[src/tcce_pkg.sv]
`timescale 1ns / 1ps
// ----------------------------------------------------------------------------
// tcce_pkg : shared definitions for the text console cursor engine
// Field widths, request codes, character codes and the command and status
// bundles that pass between the controller and the datapath.
// ----------------------------------------------------------------------------
package tcce_pkg;

	// default geometry
	localparam int DEF_COLUMNS = 80;
	localparam int DEF_CELLS   = 2000;

	// field widths
	localparam int FUNC_W = 2;
	localparam int CHAR_W = 8;
	localparam int ATTR_W = 8;
	localparam int IDX_W  = 11;
	localparam int CELL_W = 16;
	localparam int POS_W  = 11;

	// request codes
	localparam logic [FUNC_W-1:0] FUNC_PUT   = 2'd0;
	localparam logic [FUNC_W-1:0] FUNC_READ  = 2'd1;
	localparam logic [FUNC_W-1:0] FUNC_CLEAR = 2'd2;

	// character codes with a meaning of their own
	localparam logic [CHAR_W-1:0] CHAR_BS    = 8'd8;
	localparam logic [CHAR_W-1:0] CHAR_LF    = 8'd10;
	localparam logic [CHAR_W-1:0] CHAR_CR    = 8'd13;
	localparam logic [CHAR_W-1:0] CHAR_SPACE = 8'd32;

	// blank attribute after reset and the blank cell it gives
	localparam logic [ATTR_W-1:0] RESET_ATTR  = 8'd7;
	localparam logic [CELL_W-1:0] RESET_BLANK = {RESET_ATTR, CHAR_SPACE};

	// controller to datapath
	typedef struct packed {
		logic load_req;   // capture the request fields
		logic rd_req;     // read the cell named by the request
		logic put;        // apply a put character step
		logic scroll_adj; // pull the cursor back one row
		logic copy;       // one step of the scroll copy
		logic fill;       // write one blank cell
		logic fill_rst;   // blank with the reset attribute
		logic cur_home;   // home the cursor
		logic cnt_clr;    // restart the sweep counter
		logic load_out;   // load the result register
	} cmd_t;

	// datapath to controller
	typedef struct packed {
		logic need_scroll; // put moves the cursor past the last cell
		logic copy_last;   // scroll copy is at its final step
		logic fill_last;   // fill is at the last cell
	} sts_t;

endpackage

[src/tcce_ctrl.sv]
`timescale 1ns / 1ps
// ----------------------------------------------------------------------------
// tcce_ctrl : controller of the text console cursor engine
// Sequences the reset fill, put, read, scroll and clear requests and owns the
// request and result handshakes.
// ----------------------------------------------------------------------------
module tcce_ctrl
	import tcce_pkg::*;
(
	input  logic              clk,
	input  logic              arst_n,
	input  logic              in_valid,
	input  logic [FUNC_W-1:0] func,
	output logic              in_ready,
	output logic              out_valid,
	input  logic              out_ready,
	input  sts_t              sts,
	output cmd_t              cmd
);

	localparam logic [2:0] ST_INIT  = 3'd0;
	localparam logic [2:0] ST_IDLE  = 3'd1;
	localparam logic [2:0] ST_PUT   = 3'd2;
	localparam logic [2:0] ST_SADJ  = 3'd3;
	localparam logic [2:0] ST_SCOPY = 3'd4;
	localparam logic [2:0] ST_FILL  = 3'd5;
	localparam logic [2:0] ST_DONE  = 3'd6;

	logic [2:0] state_q;
	logic [2:0] state_d;
	logic       out_valid_q;

	always_comb begin
		cmd      = '0;
		state_d  = state_q;
		in_ready = 1'b0;
		unique case (state_q)
			ST_INIT: begin
				cmd.fill     = 1'b1;
				cmd.fill_rst = 1'b1;
				if (sts.fill_last) state_d = ST_IDLE;
			end
			ST_IDLE: begin
				in_ready = 1'b1;
				if (in_valid) begin
					cmd.load_req = 1'b1;
					unique case (func)
						FUNC_PUT: state_d = ST_PUT;
						FUNC_READ: begin
							cmd.rd_req = 1'b1;
							state_d    = ST_DONE;
						end
						FUNC_CLEAR: begin
							cmd.cur_home = 1'b1;
							cmd.cnt_clr  = 1'b1;
							state_d      = ST_FILL;
						end
						default: state_d = ST_DONE;
					endcase
				end
			end
			ST_PUT: begin
				cmd.put = 1'b1;
				state_d = sts.need_scroll ? ST_SADJ : ST_DONE;
			end
			ST_SADJ: begin
				cmd.scroll_adj = 1'b1;
				cmd.cnt_clr    = 1'b1;
				state_d        = ST_SCOPY;
			end
			ST_SCOPY: begin
				cmd.copy = 1'b1;
				if (sts.copy_last) state_d = ST_FILL;
			end
			ST_FILL: begin
				cmd.fill = 1'b1;
				if (sts.fill_last) state_d = ST_DONE;
			end
			ST_DONE: begin
				if (!out_valid_q || out_ready) begin
					cmd.load_out = 1'b1;
					state_d      = ST_IDLE;
				end
			end
			default: state_d = ST_IDLE;
		endcase
	end

	always_ff @(posedge clk or negedge arst_n) begin
		if (!arst_n) begin
			state_q <= ST_INIT;
		end else begin
			state_q <= state_d;
		end
	end

	always_ff @(posedge clk or negedge arst_n) begin
		if (!arst_n) begin
			out_valid_q <= 1'b0;
		end else if (cmd.load_out) begin
			out_valid_q <= 1'b1;
		end else if (out_ready) begin
			out_valid_q <= 1'b0;
		end
	end

	assign out_valid = out_valid_q;

`ifndef NO_ASSERTIONS
	a_one_at_a_time: assert property (@(posedge clk) disable iff (!arst_n)
		(in_valid && in_ready) |=> !in_ready)
		else $error("second request taken while one is in flight");

	a_result_from_done: assert property (@(posedge clk) disable iff (!arst_n)
		$rose(out_valid_q) |-> ($past(state_q) == ST_DONE))
		else $error("result raised outside the completion state");

	a_no_overwrite: assert property (@(posedge clk) disable iff (!arst_n)
		cmd.load_out |-> (!out_valid_q || out_ready))
		else $error("result register overwritten before it was taken");
`endif

endmodule

[config.mk]
export PLATFORM = sky130hd
export DESIGN_NAME = tcce_ctrl
export DESIGN_NICKNAME = d
export VERILOG_FILES = /design/src/tcce_pkg.sv /design/src/tcce_ctrl.sv
export SDC_FILE = /design/constraint.sdc
export NUM_CORES = 1
export LEC_CHECK = 0
export ABC_AREA = 1
export BUFFER_PORTS_ARGS = -buffer_cell sky130_fd_sc_hd__buf_2
export CORE_UTILIZATION = 25
export DETAILED_ROUTE_END_ITERATION = 8
export MAX_ROUTING_LAYER = met4
export PLACE_DENSITY = 0.47
export SYNTH_ARGS = -nofsm -noshare
export SYNTH_HDL_FRONTEND = slang
export SYNTH_SLANG_ARGS = --single-unit
[constraint.sdc]
create_clock -name clk -period 3.75 [get_ports clk]
set_clock_uncertainty 0.2 [all_clocks]
set_input_delay 0.75 -clock clk [delete_from_list [all_inputs] [get_ports clk]]
set_output_delay 0.75 -clock clk [all_outputs]
set_load 0.01 [all_outputs]
==> flow_summary.ini <==
[setup_path]
critical_path.max_fanout = 6
cp.required_ps = 2800
critPathKind = flop to output pin
critPathLaunchType = flop
crit_arrival_ps = 1490
end_kind = output pin

[synthesis]
ys_top_cells_by_area = dfrtp_1, nand2_1, nor2_1
ys_async_sr_fraction = 1.00
synth-seq-cells = 4
synth_nets = 82
synth_edf_count = 0
yosysTopAreaCellShare = 0.257
syn-mean-instance-area_um2 = 5.40
synth_top_area_cell = dfrtp_1
synth_ff_type = dfrtp_1
post-synth-top-count-cell = nand2_1
syn_area_um2 = 389
syn-instance-count = 72
yosysSeqAreaShare = 0.257
synthTopCellsByCount = nand2_1, nor2_1, inv_1, nand3_1, dfrtp_1
ys_types = 13
ys_warn_count = 0

[cts]
clock_latency_ps = 240
postCtsSetupBuffers = 0
cts_tree = yes
clk_pin_slew_worst_paths_ps = 40
root_buffer = clkbuf_4
cts_resized = 0
cts_hold_buf = 0
clock_sinks = 4
clockBufferDepth = 2
cts_made_buffers = 3
h-tree-depth = 1

[sta]
slew_headroom = 0.815
clock.fmax_ghz = 0.410
slew_violations = 0
tightest_slew_ps = 278
hold_viol = 0
timing.final.ws_setup_ps = 1310
grt_setup_unrepaired = no
hold-worst-slack_ps = 107
min_period_over_period = 0.650
fin_setup_tns_ps = 0
setup_viol = 0
min_period_ps = 2440

[floorplanning]
rows = 13
die_area_mm2 = 0.00172
ios = 21
core-area_mm2 = 0.00137
start_util = 0.285
fp.dieW_um = 41.5
die_y_um = 41.5

[worst_hold_path]
hold_path_class = primary input to asynchronous set/reset pin

[placement]
routabilityCongestion = 0.770
dp_slack_ps = 1480
dp.final_hpwl_um = 845
port_buffers = 20

[drt]
route.detailed.drc = 0
via_count = 516
drtAntennaViolNets = 0
avgViaCountPerCell = 4.69
finalWirelength_um = 1060
firstDrtPassIters = 4
drtIter0Drc = 8
avgRoutedWirePerCell_um = 9.62

[layout]
area_growth_pct = 36.3
fin_nets = 107
layout-drive-gt1-share = 0.253
antenna_cells = 0

[pwr]
peakVddDrop_uv = 310
power_density_mw_per_mm2 = 814
power_leakage_nw = 0.349

[global_routing]
grt.total_usage = 0.122
antenna_found_initial = 0
grt_overflow = 0
grt_pass1_wl_um = 1590
grt_pass1_vias = 383
grt_max_degree = 9

[flow_run]
max_cap_viol_count = 0

[outcome]
status = complete, no violations
state kept, by name (all words and copies together) (netlist names):
register	flops
out_valid	1
state_q	3
cells by family (layout without fill, tap and decap cells):
family                   after synthesis  in the layout  synth area share
buffers and inverters                 12             35             0.116
AND/OR/NAND/NOR                       51             51             0.540
flip-flops                             4              4             0.257
adder cells (fa/ha/maj)                1              1            0.0321
AO/OA/AOI/OAI                          4              4            0.0547
layout by cell type (no fill, tap or decap):
master    Yosys  routed
nor4_1        1       1
o22ai_1       1       1
buf_2         0      20
nor2_1       18      18
nand2_1      21      21
o21ai_0       2       2
nand3b_1      1       1
a21oi_1       1       1
dfrtp_1       4       4
nor3_1        1       1
nand3_1       9       9
clkbuf_4      0       3
inv_1        11      11
ha_1          1       1
inv_2         1       1
through the flow:
stage               area, um2  std cells  power, mW  utilization
global route              531        110      0.483        0.388
finish                    531        110      0.432        0.388
CTS                       531        110      0.437        0.388
floorplan                 389         72      0.288            -
global placement          508        107      0.386        0.372
detailed placement        508        107      0.380        0.372
worst paths after layout:
| path | slack (ps) | depth (start not counted) | end | startpoint |
|---|---|---|---|---|
| max | 1310 | 6 | cmd[1] | state_q[1] |
| min | 110 | 1 | out_valid | arst_n |
| max reg2reg | 2210 | 7 | state_q[1] | state_q[2] |
| min reg2reg | 350 | 2 | out_valid | out_valid |
| max in group asynchronous | 3120 | 1 | state_q[0] | arst_n |
| min in group clk | 350 | 2 | out_valid | out_valid |
worst max-delay path: stages (launching register included):
cell and delay, ps:
dfrtp_1 450, inv_2 120, nand2_1 70, nor2_1 190
nand3_1 150, o22ai_1 130, buf_2 150
area by class of cell:
class                      count  area (um2)
fill                         173         836
multi-input combinational     56         244
sequential                     4         100
timing repair buffer          20         100
inverter                      12        45.0
clock buffer                   3        22.5
tap                           15        18.8
where the power goes:
group / leakage, nW / switching, mW / internal (mW)
Clock: 0.0138 / 0.0172 / 0.0357
Sequential: 0.0522 / 0.0334 / 0.0611
Combinational: 0.283 / 0.180 / 0.104
layer usage:
layer	part of all wire	global-route usage	up-vias
met4	0	0.0194	0
met2	0.44	0.169	10
met5	0	-	-
met3	0.050	0.0565	0
li1	-	-	271
met1	0.51	0.164	235
Power figures use the tool's default switching activity.
